`config.mk`:
```
export PLATFORM = sky130hd
export DESIGN_NAME = fstc_div1000
export DESIGN_NICKNAME = d
export VERILOG_FILES = /design/src/hdl/fstc_pkg.sv /design/src/hdl/fstc_div1000.sv
export SDC_FILE = /design/constraint.sdc
export NUM_CORES = 1
export LEC_CHECK = 0
export CAP_MARGIN = 25
export CORE_MARGIN = 5
export CORE_UTILIZATION = 30
export DETAILED_ROUTE_END_ITERATION = 10
export DONT_BUFFER_PORTS = 1
export SLEW_MARGIN = 15
export SYNTH_ARGS = -nofsm -noshare
export SYNTH_HDL_FRONTEND = slang
export SYNTH_SLANG_ARGS = --single-unit
```
`constraint.sdc`:
```
create_clock -name clk -period 3.8 [get_ports clk]
set_input_delay 0.76 -clock clk [delete_from_list [all_inputs] [get_ports clk]]
set_output_delay 0.76 -clock clk [all_outputs]
set_load 0.01 [all_outputs]
```
`src/hdl/fstc_pkg.sv`:
```
// ----------------------------------------------------------------------------
// fstc_pkg
// Shared types and constants of the flow statistics tree classifier.
// ----------------------------------------------------------------------------
package fstc_pkg;

    localparam int FLOW_SLOTS    = 1024;
    localparam int FLOW_SLOT_W   = $clog2(FLOW_SLOTS);
    localparam int TREE_NODES    = 256;
    localparam int TREE_IDX_W    = $clog2(TREE_NODES);
    localparam int TREE_DEPTH    = 16;
    localparam int DEPTH_W       = $clog2(TREE_DEPTH + 1);
    localparam int FEATURE_COUNT = 8;
    localparam int FEAT_IDX_W    = $clog2(FEATURE_COUNT);
    localparam int FRAC_BITS     = 16;

    localparam int            NS_PER_US = 1000;
    localparam int            REM_W     = 10;
    localparam int            DIV_NIB   = 4;
    localparam int            DIV_STEPS = 64 / DIV_NIB;
    localparam int            DIV_CNT_W = $clog2(DIV_STEPS);
    localparam logic [63:0]   NO_GAP    = 64'hFFFF_FFFF_FFFF_FFFF;

    localparam int            LINK_W    = 30;
    localparam logic [2:0]    NODE_COUNT_ADDR = 3'd0;

    localparam logic          MODE_NODE   = 1'b0;
    localparam logic          MODE_PACKET = 1'b1;

    typedef struct packed {
        logic        valid;
        logic [63:0] start_time;
        logic [63:0] last_time;
        logic [63:0] min_gap;
        logic [31:0] packets;
        logic [47:0] bytes;
        logic [15:0] len_max;
        logic [15:0] len_min;
    } flow_rec_t;

    typedef struct packed {
        logic [LINK_W-1:0] links;
        logic [63:0]       threshold;
    } tree_node_t;

    typedef struct packed {
        logic        start;
        logic [63:0] dur_ns;
        logic [63:0] gap_ns;
    } div_req_t;

    typedef struct packed {
        logic        done;
        logic [63:0] dur_us;
        logic [63:0] gap_us;
    } div_rsp_t;

endpackage

```
`src/hdl/fstc_div1000.sv`:
```
// ----------------------------------------------------------------------------
// fstc_div1000
// Two-lane restoring divider by 1000, four quotient bits per cycle.
// ----------------------------------------------------------------------------
module fstc_div1000
(
    input  logic                clk,
    input  logic                rst_n,
    input  fstc_pkg::div_req_t  req,
    output fstc_pkg::div_rsp_t  rsp
);

    localparam logic [fstc_pkg::REM_W:0] DIVISOR = (fstc_pkg::REM_W + 1)'(fstc_pkg::NS_PER_US);

    logic                             busy_reg, busy_next;
    logic                             done_reg, done_next;
    logic [fstc_pkg::DIV_CNT_W-1:0]   cnt_reg, cnt_next;
    logic [63:0]                      a_reg, a_next, b_reg, b_next;
    logic [fstc_pkg::REM_W-1:0]       ra_reg, ra_next, rb_reg, rb_next;

    function automatic logic [fstc_pkg::REM_W+fstc_pkg::DIV_NIB-1:0] step
        (input logic [fstc_pkg::REM_W-1:0] rem, input logic [fstc_pkg::DIV_NIB-1:0] nib);
        logic [fstc_pkg::REM_W:0]       r;
        logic [fstc_pkg::DIV_NIB-1:0]   q;
        r = {1'b0, rem};
        q = '0;
        for (int k = fstc_pkg::DIV_NIB - 1; k >= 0; k--)
        begin
            r = {r[fstc_pkg::REM_W-1:0], nib[k]};
            if (r >= DIVISOR)
            begin
                r    = r - DIVISOR;
                q[k] = 1'b1;
            end
        end
        return {r[fstc_pkg::REM_W-1:0], q};
    endfunction

    always_comb
    begin
        logic [fstc_pkg::REM_W+fstc_pkg::DIV_NIB-1:0] sa, sb;
        sa        = step(ra_reg, a_reg[63 -: fstc_pkg::DIV_NIB]);
        sb        = step(rb_reg, b_reg[63 -: fstc_pkg::DIV_NIB]);
        busy_next = busy_reg;
        done_next = 1'b0;
        cnt_next  = cnt_reg;
        a_next    = a_reg;
        b_next    = b_reg;
        ra_next   = ra_reg;
        rb_next   = rb_reg;
        if (req.start)
        begin
            busy_next = 1'b1;
            cnt_next  = '0;
            a_next    = req.dur_ns;
            b_next    = req.gap_ns;
            ra_next   = '0;
            rb_next   = '0;
        end
        else if (busy_reg)
        begin
            a_next   = {a_reg[63-fstc_pkg::DIV_NIB:0], sa[fstc_pkg::DIV_NIB-1:0]};
            b_next   = {b_reg[63-fstc_pkg::DIV_NIB:0], sb[fstc_pkg::DIV_NIB-1:0]};
            ra_next  = sa[fstc_pkg::REM_W+fstc_pkg::DIV_NIB-1:fstc_pkg::DIV_NIB];
            rb_next  = sb[fstc_pkg::REM_W+fstc_pkg::DIV_NIB-1:fstc_pkg::DIV_NIB];
            cnt_next = cnt_reg + 1'b1;
            if (cnt_reg == fstc_pkg::DIV_CNT_W'(fstc_pkg::DIV_STEPS - 1))
            begin
                busy_next = 1'b0;
                done_next = 1'b1;
            end
        end
    end

    always_ff @(posedge clk or negedge rst_n)
    begin
        if (!rst_n)
        begin
            busy_reg <= 1'b0;
            done_reg <= 1'b0;
            cnt_reg  <= '0;
        end
        else
        begin
            busy_reg <= busy_next;
            done_reg <= done_next;
            cnt_reg  <= cnt_next;
        end
    end

    always_ff @(posedge clk)
    begin
        a_reg  <= a_next;
        b_reg  <= b_next;
        ra_reg <= ra_next;
        rb_reg <= rb_next;
    end

    assign rsp.done   = done_reg;
    assign rsp.dur_us = a_reg;
    assign rsp.gap_us = b_reg;

endmodule

```
Word level (Yosys, flattened, before mapping)
Cells that the tools add are included.
Widths: inputs -> output; s select.
- input bits: 131
- output and inout port bits: 129
- logic and storage cells: 54
- register bits after elaboration: 154
- add/sub/neg operators: 9
- magnitude comparators: 8
- equal/unequal tests: 1
- reduce and logical (&&, ||, !) cells: 1
- multiplexer cells: 28
- operators by type and width (cell ; count):
    $mux 64 ; 4
    $ge 11x10->1 const B ; 8
    $mux 10 ; 8
    $sub 10x10->10 const B ; 8
    $mux 1 ; 14
    $mux 4 ; 2
    $add 4x1->4 const B ; 1
    $eq 4x4->1 const B ; 1
    $reduce_bool 2->1 ; 1

Depth between registers and ports, before layout
Gate-level depths: netlist (run 1).
- depth in word-level cells: 10
- depth in mapped cells: 15
- depth with buffers taken out: 13

Least setup slack after synthesis (run 1)
OpenSTA, ideal clock, no wires.
- kind: input -> register
- from: input port req[128] (netlist bit)
- to: register a_reg[0], enable pin
- path slack: -0.673 ns
- library setup time: 0.483 ns
- data arrival time: 3.990 ns
- data required time: 3.317 ns
- stages on the path: 4
- buffers on the path: 2
- path through: clkbuf_1 clkbuf_1 nor2_1 inv_1
- cells in the longest elaborated chain, start to end: 1
- ends and longest elaborated chain (element ; RTL line ; text):
    from (decl) ; fstc_div1000.sv:9 ; input fstc_pkg::div_req_t req,
    $reduce_bool 2->1 (no line) ; - ;
    to (signal assigned) ; fstc_div1000.sv:93 ; a_reg <= a_next;
    to (decl) ; fstc_div1000.sv:18 ; logic [63:0] a_reg, a_next, b_reg, b_next;
Every way passes these cells.
A chain may end at the register's enable or synchronous reset.

Worst setup path in the final report (run 1)
- from: register ra_reg[3] (netlist bit)
- to: register ra_reg[5] (netlist bit)
- cells in the longest elaborated chain, start to end: 8
- elaborated cells on any way between the ends: 12
- those cells by class: add/sub: 4; order compare: 4; mux: 4
- ends and longest elaborated chain (element ; RTL line ; text):
    from (decl) ; fstc_div1000.sv:19 ; logic [fstc_pkg::REM_W-1:0] ra_reg, ra_next, rb_reg, rb_next;
    from (signal assigned) ; fstc_div1000.sv:95 ; ra_reg <= ra_next;
    $sub 10x10->10 or $ge 11x10->1 (tied branches) ; fstc_div1000.sv:32, fstc_div1000.sv:30 ;
    $mux 10 (*) ; fstc_div1000.sv:30 ; if (r >= DIVISOR)
    $sub 10x10->10 or $ge 11x10->1 (tied branches) ; fstc_div1000.sv:32, fstc_div1000.sv:30 ;
    $mux 10 (*) ; fstc_div1000.sv:30 ;
    $sub 10x10->10 or $ge 11x10->1 (tied branches) ; fstc_div1000.sv:32, fstc_div1000.sv:30 ;
    $mux 10 (*) ; fstc_div1000.sv:30 ;
    $ge 11x10->1 or $sub 10x10->10 (tied branches) ; fstc_div1000.sv:30, fstc_div1000.sv:32 ;
    $mux 10 (*) ; fstc_div1000.sv:30 ;
Mark *: on every way between the ends. The rest lies on a longest branch, timed or not.

==> flow_summary_export.csv, run 1 <==
group,metric,value,unit
synth,syn-num-nets,828,
global_route,global_route_wire_length_before_repair,35.8,mm
sta,setup_ws,0.130,ns
worst_setup_path,critical_path_required,4.12,ns
die,num_ports,260,
clocking,clk_transition_reported_paths,0.06,ns
sta,layout_worst_path_cycle_share,0.966,
worst_setup_path,timing_worst_setup_path_type,"reg -> reg",
global_route,antenna_found_initial,2,
synth,synth.distinct_cells,94,
sta,slew_headroom,0.469,
drt,antenna_violating_nets_post_route,0,
synth,synth_seq_cells,154,
sta,timing.final.setup_violations,0,
worst_setup_path,slowest_stage,"sky130_fd_sc_hd__or4b_1",
sta,finalSetupTns,0,ns
clocking,worst_skew_pair.late_latency,0.42,ns
drt,wire_per_inst,21.8,um
synth,edff_count_synth,128,
placement,portBuffers,0,
sta,maxSlewViolCount,0,
synth,postSynth.topFlopCell,"sky130_fd_sc_hd__edfxtp_1",
worst_setup_path,critPathLaunchType,"register",
worst_setup_path,r2r.worst_path.cells,13,
synth,netlist_area,8580,um2
global_route,grt_pass1_vias,5859,
worst_setup_path,cp_cell_sequence,"buf_4 > nor4_4 > a311oi_2 > buf_4 > or4b_1 > xor2_2 > or3_1 > and2_1 > mux2i_2 > o41ai_4 > o21a_1 > or3_1 > a32o_1",
hold_path,worstHoldPathType,"in -> reg",
drt,detailedRoute.firstPassIterationCount,5,
placement,place_hpwl,18.2,mm
synth,synth.top_cells.by_area,"sky130_fd_sc_hd__edfxtp_1 45%, sky130_fd_sc_hd__mux2_2 16%, sky130_fd_sc_hd__dfxtp_1 4.7%",
run,max_cap_viol_count,0,
finish,area_growth_syn_to_layout,17.8,%
synth,synth_top_cells_by_count,"128 x sky130_fd_sc_hd__edfxtp_1, 125 x sky130_fd_sc_hd__mux2_2, 49 x sky130_fd_sc_hd__nor2_1",
pwr,netSwitchingPower,2.19,mW
sta,achievable-frequency,272,MHz
worst_setup_path,worstPathMaxFanout,7,
synth,yosys_warnings,0,
synth,synth_seq_area_share,0.512,
drt,vias,6050,
pwr,power_report.internal_total,4.12,mW
global_route,grt_max_degree,145,
pwr,leakagePower,3.64,nW
drt,first_iter_violations,414,
synth,most_common_cell_in_the_netlist,"sky130_fd_sc_hd__edfxtp_1",
outcome,status,"finished clean",
die,die-width,179,um
finish,finish.net_count,867,
die,core-area,28500,um2
global_route,grt-ovfl-total,0,
synth,post_synth_inst_count,694,
drt,number_of_remaining_drc_errors,0,
sta,finClkSkew,0.00828,ns
global_route,global_route.usage.total,0.147,
clocking,clock_sink_count,154,
hold_path,timing.hold.worst_path_depth,1,
placement,dp_slack,0.0417,ns
sta,final_hold_viol_count,0,
synth,synthDominantCellAreaShare,0.448,
clocking,cts-buffers-inserted,17,
pwr,powerDensity,624,nW/um2
pwr,peakVddDrop,0.000437,V
worst_setup_path,critical_path.endpoint_type,"register",
drt,routed_via_density,5.34,
synth,synth_top_area_cell,"sky130_fd_sc_hd__edfxtp_1",
worst_setup_path,critical-path-max-stage-delay,0.56,ns
placement,gp_routability_congestion,0.885,
worst_setup_path,arrival_time_worst_endpoint,3.99,ns
sta,post-route-min-period,3.67,ns
clocking,cts_tree,"yes",
synth,synth.avg_cell_area,12.4,um2
die,die-height,179,um
clocking,cts_buffer_depth,2,
pwr,switching_share,0.347,
pwr,share_seq_of_total_power,0.393,
clocking,cts_root_buf,"sky130_fd_sc_hd__clkbuf_16",
die,initial_utilization,0.301,
clocking,clock_tree.htree_level_count,4,
drt,finalWirelength,24.7,mm
die,design.die.area,32100,um2
pwr,clock_power_frac,0.274,
die,fp-row-count,62,
sta,worst_slew_pin_slew,0.796,ns
finish,layout_cells_sized_above_1,0.363,
pwr,p_comb_frac,0.333,
synth,synth_async_sr_flop_share,0.0390,
cells by family after synthesis:
kind of cell | share of synthesized area
AO/OA/AOI/OAI | 0.140
XOR/XNOR | 0.0204
adder cells (fa/ha/maj) | 0.00554
buffers and inverters | 0.0289
flip-flops | 0.512
multiplexers | 0.182
AND/OR/NAND/NOR | 0.112
routing by layer:
metal | up-vias | share of wire | track usage
li1 | 2801 | - | -
met1 | 2957 | 0.40 | 0.176
met2 | 255 | 0.49 | 0.233
met3 | 35 | 0.089 | 0.0616
met4 | 2 | 0.024 | 0.0587
met5 | - | 0.00053 | 0
final timing paths:
| check | start | to | slack (ns) |
|---|---|---|---|
| setup reg to reg | ra_reg[3]$_SDFFE_PP0P_ | ra_reg[5]$_SDFFE_PP0P_ | 0.13 |
| min in group asynchronous | rst_n | busy_reg$_DFF_PN0_ | 0.65 |
| max in group asynchronous | rst_n | cnt_reg[1]$_DFFE_PN0P_ | 2.92 |
| hold / removal | req[128] | cnt_reg[0]$_DFFE_PN0P_ | 0.43 |
| hold reg to reg | cnt_reg[3]$_DFFE_PN0P_ | cnt_reg[3]$_DFFE_PN0P_ | 0.55 |
| setup / recovery | ra_reg[3]$_SDFFE_PP0P_ | ra_reg[5]$_SDFFE_PP0P_ | 0.13 |
critical path: cells and delay by family (launching register included):
kind                   cells  cell delay (ns)
AO/OA/AOI/OAI              4             0.74
buffers and inverters      2             0.33
multiplexers               1             0.26
XOR/XNOR                   1             0.19
flip-flops                 1             0.31
AND/OR/NAND/NOR            5             1.73
area by class of cell:
type	count	area [um2]
Antenna cell	2	5.00
Clock buffer	18	429
Clock inverter	14	174
Fill cell	2824	18400
Inverter	14	56.3
Multi-Input combinational cell	484	4090
Sequential cell	154	4400
Tap cell	384	480
Timing Repair Buffer	62	480
stage by stage:
| stage | instance area [um2] | utilization | cells | power (mW) | hold slack, ns |
|---|---|---|---|---|---|
| after floorplan | 8590 | - | 694 | 3.77 | 0.464 |
| after global placement | 9310 | 0.327 | 1092 | 4.45 | 0.465 |
| after detailed placement | 9310 | 0.327 | 1092 | 4.46 | 0.465 |
| after CTS | 9920 | 0.349 | 1125 | 6.22 | 0.393 |
| after global routing | 10100 | 0.355 | 1131 | 6.63 | 0.393 |
| final | 10100 | 0.355 | 1132 | 6.31 | 0.426 |
power groups by stage:
stage	Clock, mW	Combinational [mW]	Sequential [mW]
3_3_place_gp	0	1.94	2.51
3_5_place_dp	0	1.95	2.51
4_1_cts	1.77	1.96	2.48
2_1_floorplan	0	1.45	2.32
6_report	1.73	2.10	2.48
5_1_grt	1.85	2.26	2.52
cells in the final DEF (no fill, tap or decap), types with 13 or more instances in the layout:
cell type	instances
sky130_fd_sc_hd__nand2_1	32
sky130_fd_sc_hd__dfxtp_1	17
sky130_fd_sc_hd__mux2_2	125
sky130_fd_sc_hd__mux2i_1	13
sky130_fd_sc_hd__xnor2_1	13
sky130_fd_sc_hd__nor2_1	48
sky130_fd_sc_hd__nand3_1	16
sky130_fd_sc_hd__o21ai_0	20
sky130_fd_sc_hd__edfxtp_1	128
sky130_fd_sc_hd__buf_4	60
sky130_fd_sc_hd__clkbuf_16	17
what timing repair did:
action | CTS | global route
hold buffers | 1 | 0
endpoints found under the setup margin | 0 | 15
endpoints found under the hold margin | 6 | 0
buffers inserted | 0 | 5
resized for setup | 0 | 25
No activity file was read; power rests on OpenSTA's default activity.
==> inputs of run 2 (changes only) <==
--- a/config.mk
+++ b/config.mk
@@ -10,6 +10,7 @@
 export CORE_UTILIZATION = 30
 export DETAILED_ROUTE_END_ITERATION = 10
 export DONT_BUFFER_PORTS = 1
+export PLACE_DENSITY = 0.51
 export SLEW_MARGIN = 15
 export SYNTH_ARGS = -nofsm -noshare
 export SYNTH_HDL_FRONTEND = slang
==> run 2 against run 1 <==
Final cell count grew 0.27%. Via count shrank 0.88%. Combinational power grew 4%. Sequential cell count is the same. Register-to-register slack is essentially flat. Largest power group unchanged. Highest routed layer unchanged.
==> flow_summary_export.csv, run 2 (same netlist as run 1, synthesis figures left out) <==
group,metric,value,unit
drt,detailedRoute.firstPassIterationCount,4,
global_route,grt_max_degree,145,
finish,fillerInstances,2801,
clocking,clk_transition_reported_paths,0.07,ns
worst_setup_path,arrival_time_worst_endpoint,3.85,ns
finish,antenna_cells,0,
finish,layout.core_utilization,0.355,
clocking,clock_sink_count,154,
worst_setup_path,critical_path.endpoint_type,"register",
clocking,cts_tree,"yes",
drt,finalWirelength,24.8,mm
sta,layout_worst_path_cycle_share,0.965,
finish,layout_cells_sized_above_1,0.368,
hold_path,worstHoldPathType,"in -> reg",
global_route,antenna_found_initial,2,
global_route,global_route.usage.total,0.148,
placement,placed_cells,1098,
die,num_ports,260,
pwr,peakVddDrop,0.000324,V
worst_setup_path,critPathLaunchType,"register",
worst_setup_path,critical_path_required,3.98,ns
die,initial_utilization,0.301,
global_route,grt_pass1_vias,6017,
sta,post-route-min-period,3.67,ns
sta,timing.final.setup_violations,0,
clocking,cts-buffers-inserted,17,
outcome,status,"finished clean",
sta,finClkSkew,0.0101,ns
placement,portBuffers,0,
clocking,cts_root_buf,"sky130_fd_sc_hd__clkbuf_16",
pwr,power.total,6.24,mW
die,die-width,179,um
drt,routed_via_density,5.28,
clocking,cts_buffer_depth,2,
worst_setup_path,timing_worst_setup_path_type,"reg -> reg",
finish,area_growth_syn_to_layout,17.8,%
finish,finish.net_count,872,
drt,number_of_remaining_drc_errors,0,
sta,maxSlewViolCount,0,
sta,finalSetupTns,0,ns
sta,final_hold_viol_count,0,
global_route,global_route_wire_length_before_repair,36.3,mm
drt,wire_per_inst,21.9,um
sta,unrepaired_setup_endpoints_after_global_routing,"true",
placement,dp_slack,0.0882,ns
placement,gp_routability_congestion,0.821,
drt,vias,5997,
pwr,leakagePower,3.63,nW
sta,setup_ws,0.135,ns
die,fp-row-count,62,
placement,place_hpwl,18.1,mm
drt,first_iter_violations,367,
drt,antenna_violating_nets_post_route,0,
finish,final_common_cell,"sky130_fd_sc_hd__edfxtp_1",
finish,mostFrequentLayoutCells,"128 x sky130_fd_sc_hd__edfxtp_1, 125 x sky130_fd_sc_hd__mux2_2, 66 x sky130_fd_sc_hd__buf_4",
worst_setup_path,worstPathMaxFanout,7,
worst_setup_path,r2r_setup_slack,0.13,ns
clocking,clock_tree.htree_level_count,4,
global_route,grt-ovfl-total,0,
clocking,worst_skew_pair.late_latency,0.43,ns
finish,count_of_placed_standard_cells_in_the_final_layout_fillers_left_out,1135,
die,design.die.area,32100,um2
run,max_cap_viol_count,0,
pwr,powerDensity,617,nW/um2
sta,worst_slew_pin_slew,0.941,ns
die,die-height,179,um
sta,achievable-frequency,273,MHz
die,core-area,28500,um2
sta,slew_headroom,0.373,
==> run 2: area by class of cell <==
type / instances / area, um2 / area share
sequential: 154 / 4390 / 0.435
multi-input combinational: 484 / 4140 / 0.409
timing repair buffer: 67 / 505 / 0.0500
tap: 384 / 480 / 0.0475
clock buffer: 17 / 425 / 0.0421
clock inverter: 15 / 113 / 0.0111
inverter: 14 / 56.3 / 0.00557
==> run 2: per-layer routing <==
layer | GRT usage | part of all wire | vias to the layer above | wire length [um]
met5 | 0 | 0.0011 | - | 27
met4 | 0.0406 | 0.016 | 4 | 403
met3 | 0.0502 | 0.077 | 31 | 1910
met2 | 0.237 | 0.49 | 256 | 12100
met1 | 0.190 | 0.42 | 2903 | 10400
li1 | - | - | 2803 | -
==> run 2: final timing paths <==
check / to / startpoint / cells past startpoint
worst max register to register: b_reg[0]$_DFFE_PP_ / rb_reg[3]$_SDFFE_PP0P_ / 12
worst min-delay path: rb_reg[1]$_SDFFE_PP0P_ / req[128] / 1
max in group asynchronous: busy_reg$_DFF_PN0_ / rst_n / 1
min in group asynchronous: done_reg$_DFF_PN0_ / rst_n / 1
worst max-delay path: b_reg[0]$_DFFE_PP_ / rb_reg[3]$_SDFFE_PP0P_ / 12
worst min register to register: rb_reg[3]$_SDFFE_PP0P_ / rb_reg[3]$_SDFFE_PP0P_ / 2
==> run 2: report_power, final <==
group	internal, mW	total, mW	leakage, nW	switching [mW]
clock network	0.844	1.59	0.248	0.748
logic	1.02	2.19	1.78	1.17
registers	2.10	2.45	1.61	0.350
total	3.96	6.24	3.63	2.27
==> run 2: worst max-delay path, cell delays in order (launching register included) <==
cell and delay (ns):
sky130_fd_sc_hd__dfxtp_1 0.31, sky130_fd_sc_hd__inv_1 0.08, sky130_fd_sc_hd__ha_1 0.16, sky130_fd_sc_hd__or3b_2 0.50
sky130_fd_sc_hd__a31o_2 0.29, sky130_fd_sc_hd__a41oi_2 0.22, sky130_fd_sc_hd__a2bb2oi_2 0.20, sky130_fd_sc_hd__and2_4 0.20
sky130_fd_sc_hd__mux2i_1 0.29, sky130_fd_sc_hd__mux2_2 0.38, sky130_fd_sc_hd__a21o_4 0.21, sky130_fd_sc_hd__a41o_4 0.32
sky130_fd_sc_hd__mux2_2 0.27
==> run 2: repair_timing <==
item                                    CTS  global route
endpoints found under the setup margin    0            15
gates resized for setup                   0            29
hold endpoints to repair                  6             0
hold buffers                              1             0
setup buffers                             0             4
==> run 2: metrics by stage <==
step                      hold WS (ns)  area, um2
final                            0.412      10100
after global routing             0.397      10100
after CTS                        0.403       9890
after detailed placement         0.465       9340
after global placement           0.465       9340
after floorplan                  0.464       8590
==> inputs of run 3 (changes only) <==
--- a/config.mk
+++ b/config.mk
@@ -5,12 +5,13 @@
 export SDC_FILE = /design/constraint.sdc
 export NUM_CORES = 1
 export LEC_CHECK = 0
-export CAP_MARGIN = 25
+export ABC_AREA = 1
+export CAP_MARGIN = 0
 export CORE_MARGIN = 5
 export CORE_UTILIZATION = 30
 export DETAILED_ROUTE_END_ITERATION = 10
 export DONT_BUFFER_PORTS = 1
-export PLACE_DENSITY = 0.51
+export PLACE_DENSITY = 0.5
 export SLEW_MARGIN = 15
 export SYNTH_ARGS = -nofsm -noshare
 export SYNTH_HDL_FRONTEND = slang
==> constraint.sdc (replaced) <==
create_clock -name clk -period 4.4 [get_ports clk]
set_input_delay 0.88 -clock clk [delete_from_list [all_inputs] [get_ports clk]]
set_output_delay 0.88 -clock clk [all_outputs]
set_load 0.01 [all_outputs]
==> run 3 against run 2 <==
Clock power is 8% lower. First-iteration DRC count up 11%. Die area is 3.9% lower. Utilization decreased by 1.7 points. Highest routed layer is now met4.
==> flow_summary_export.csv, run 3 <==
group,metric,value,unit
global_route,global_route.usage.total,0.143,
synth,synth_seq_area_share,0.534,
synth,muxShareOfSynthArea,0,
global_route,grt_max_degree,134,
worst_setup_path,worstPathMaxFanout,8,
global_route,grt_pass1_vias,6148,
clocking,cts-resized-gates,0,
finish,layout_cells_sized_above_1,0.123,
placement,place_hpwl,16.3,mm
synth,synth_top_cells_by_count,"510 x sky130_fd_sc_hd__nand2_1, 128 x sky130_fd_sc_hd__edfxtp_1, 56 x sky130_fd_sc_hd__inv_1, 56 x sky130_fd_sc_hd__nand3_1, 30 x sky130_fd_sc_hd__nor2_1",
drt,first_iter_violations,409,
finish,antenna_cells,0,
synth,synthDominantCellAreaShare,0.467,
drt,number_of_remaining_drc_errors,0,
clocking,clock_sink_count,154,
worst_setup_path,timing.rr.end,"rb_reg[3]$_SDFFE_PP0P_",
pwr,peakVddDrop,0.000195,V
synth,syn-num-nets,1137,
die,num_ports,260,
die,die-width,176,um
finish,count_of_placed_standard_cells_in_the_final_layout_fillers_left_out,1346,
finish,fillerInstances,2798,
finish,mostFrequentLayoutCells,"510 x sky130_fd_sc_hd__nand2_1, 128 x sky130_fd_sc_hd__edfxtp_1, 56 x sky130_fd_sc_hd__nand3_1",
sta,finalSetupTns,0,ns
worst_setup_path,critical_path.endpoint_type,"register",
worst_setup_path,crit_path_frequent_cell,"sky130_fd_sc_hd__nand2_1",
synth,netlist_area,8230,um2
finish,layout.core_utilization,0.339,
synth,synth-simple-area-share,0.357,
placement,placed_cells,1314,
sta,worst_slew_pin_slew,0.941,ns
synth,synth.top_cells.by_area,"sky130_fd_sc_hd__edfxtp_1 47%, sky130_fd_sc_hd__nand2_1 23%, sky130_fd_sc_hd__dfxtp_1 4.9%",
sta,finalHoldWorstSlack,0.146,ns
global_route,global_route_wire_length_before_repair,35.2,mm
sta,layout_worst_path_cycle_share,0.745,
sta,timing.final.setup_violations,0,
worst_setup_path,worst_path_dominant_cell_family,"simple AND/OR/NAND/NOR gates",
finish,final_common_cell,"sky130_fd_sc_hd__nand2_1",
sta,post-route-min-period,3.28,ns
pwr,powerDensity,548,nW/um2
pwr,power.total,5.00,mW
synth,synth_async_sr_flop_share,0.0390,
clocking,cts-buffers-inserted,17,
synth,most_common_cell_in_the_netlist,"sky130_fd_sc_hd__nand2_1",
synth,yosys_warnings,0,
placement,portBuffers,0,
clocking,clock_tree.htree_level_count,4,
synth,synth_xor_area_frac,0.0128,
global_route,antenna_found_initial,0,
synth,synth_top_family_by_area,"simple AND/OR/NAND/NOR gates",
clocking,cts_tree,"yes",
die,fp-row-count,60,
worst_setup_path,slowest_stage,"sky130_fd_sc_hd__dfxtp_1",
synth,synth.distinct_cells,43,
placement,dp_slack,1.12,ns
die,core-area,27000,um2
sta,achievable-frequency,305,MHz
sta,setup_ws,1.12,ns
clocking,cts_root_buf,"sky130_fd_sc_hd__clkbuf_16",
placement,dpl-instance-area,8550,um2
die,die-height,176,um
worst_setup_path,timing_worst_setup_path_type,"reg -> reg",
synth,synthAdderAreaFrac,0.00456,
sta,maxSlewViolCount,0,
worst_setup_path,cp_num_buf_inv,4,
worst_setup_path,critical-path-max-stage-delay,0.40,ns
drt,vias,6280,
synth,synth.avg_cell_area,8.21,um2
drt,detailedRoute.firstPassIterationCount,5,
worst_setup_path,r2r_setup_slack,1.12,ns
clocking,post_cts.repair.setup_buffers,0,
sta,unrepaired_setup_endpoints_after_global_routing,"false",
worst_setup_path,critical_path_required,4.72,ns
synth,synth_top_area_cell,"sky130_fd_sc_hd__edfxtp_1",
synth,edff_count_synth,128,
sta,slew_headroom,0.373,
clocking,cts_buffer_depth,2,
synth,fraction_of_the_mapped_netlist_area_in_compound_gates,0.0401,
worst_setup_path,r2r.worst_path.cells,26,
worst_setup_path,arrival_time_worst_endpoint,3.60,ns
pwr,leakagePower,4.27,nW
sta,finClkSkew,0.0126,ns
die,design.die.area,30800,um2
die,initial_utilization,0.305,
drt,finalWirelength,22.7,mm
placement,gp_routability_congestion,0.819,
global_route,grt-ovfl-total,0,
run,max_cap_viol_count,0,
synth,postSynth.topFlopCell,"sky130_fd_sc_hd__edfxtp_1",
drt,wire_per_inst,16.9,um
finish,area_growth_syn_to_layout,10.9,%
hold_path,worstHoldPathType,"in -> async",
clocking,ctsHoldBuffers,0,
worst_setup_path,critPathLaunchType,"register",
drt,routed_via_density,4.67,
clocking,worst_skew_pair.late_latency,0.43,ns
drt,antenna_violating_nets_post_route,0,
finish,stdcell_area,9120,um2
sta,final_hold_viol_count,0,
clocking,clk_transition_reported_paths,0.07,ns
outcome,status,"finished clean",
synth,post_synth_inst_count,1003,
worst_setup_path,timing.rr.start,"rb_reg[2]$_SDFFE_PP0P_",
synth,synth_seq_cells,154,
finish,finish.net_count,1126,
==> run 3: changes by cell type after synthesis, sizes merged, moves of 7 or more <==
cell / delta
inv: +61
a211oi: -7
xnor2: -12
o211ai: -11
o31ai: -9
mux2i: -14
nand3: +45
buf: -9
nand2: +515
and2: -8
mux2: -126
==> run 3: layer usage <==
metal | GRT usage | routed length [um] | vias to the layer above
li1 | - | - | 3201
met1 | 0.183 | 9820 | 2918
met2 | 0.238 | 11200 | 144
met3 | 0.0435 | 1320 | 17
met4 | 0.0370 | 350 | 0
met5 | 0 | 0 | -
==> run 3: worst max-delay path by stage <==
stage,from,end,depth (start not counted)
floorplan,req[128],a_reg[0]$_DFFE_PP_,4
global placement,b_reg[63]$_DFFE_PP_,rb_reg[3]$_SDFFE_PP0P_,24
detailed placement,rb_reg[2]$_SDFFE_PP0P_,rb_reg[7]$_SDFFE_PP0P_,25
CTS,rb_reg[2]$_SDFFE_PP0P_,rb_reg[7]$_SDFFE_PP0P_,25
global route,b_reg[63]$_DFFE_PP_,rb_reg[7]$_SDFFE_PP0P_,25
finish,rb_reg[2]$_SDFFE_PP0P_,rb_reg[3]$_SDFFE_PP0P_,26
==> run 3: cell families (layout without fill, tap and decap cells) <==
| logic type | after synthesis | in the layout |
|---|---|---|
| buffers and inverters | 109 | 111 |
| DFF | 154 | 154 |
| AOI/OAI and AO/OA | 53 | 53 |
| xor gates and xnor gates | 12 | 12 |
| adders and majority gates | 3 | 3 |
| and+or+nand+nor | 672 | 672 |
==> run 3: power by group <==
group	total, mW	internal [mW]	switching [mW]
Combinational	1.48	0.482	0.994
Clock	1.47	0.757	0.708
Sequential	2.06	1.79	0.263
==> run 3: final cells by class <==
type,count,area (um2),area share
Clock buffer,17,425,0.0466
Clock inverter,15,149,0.0163
Inverter,75,289,0.0317
Multi-Input combinational cell,740,3410,0.374
Sequential cell,154,4390,0.482
Tap cell,341,427,0.0468
Timing Repair Buffer,4,30.0,0.00329
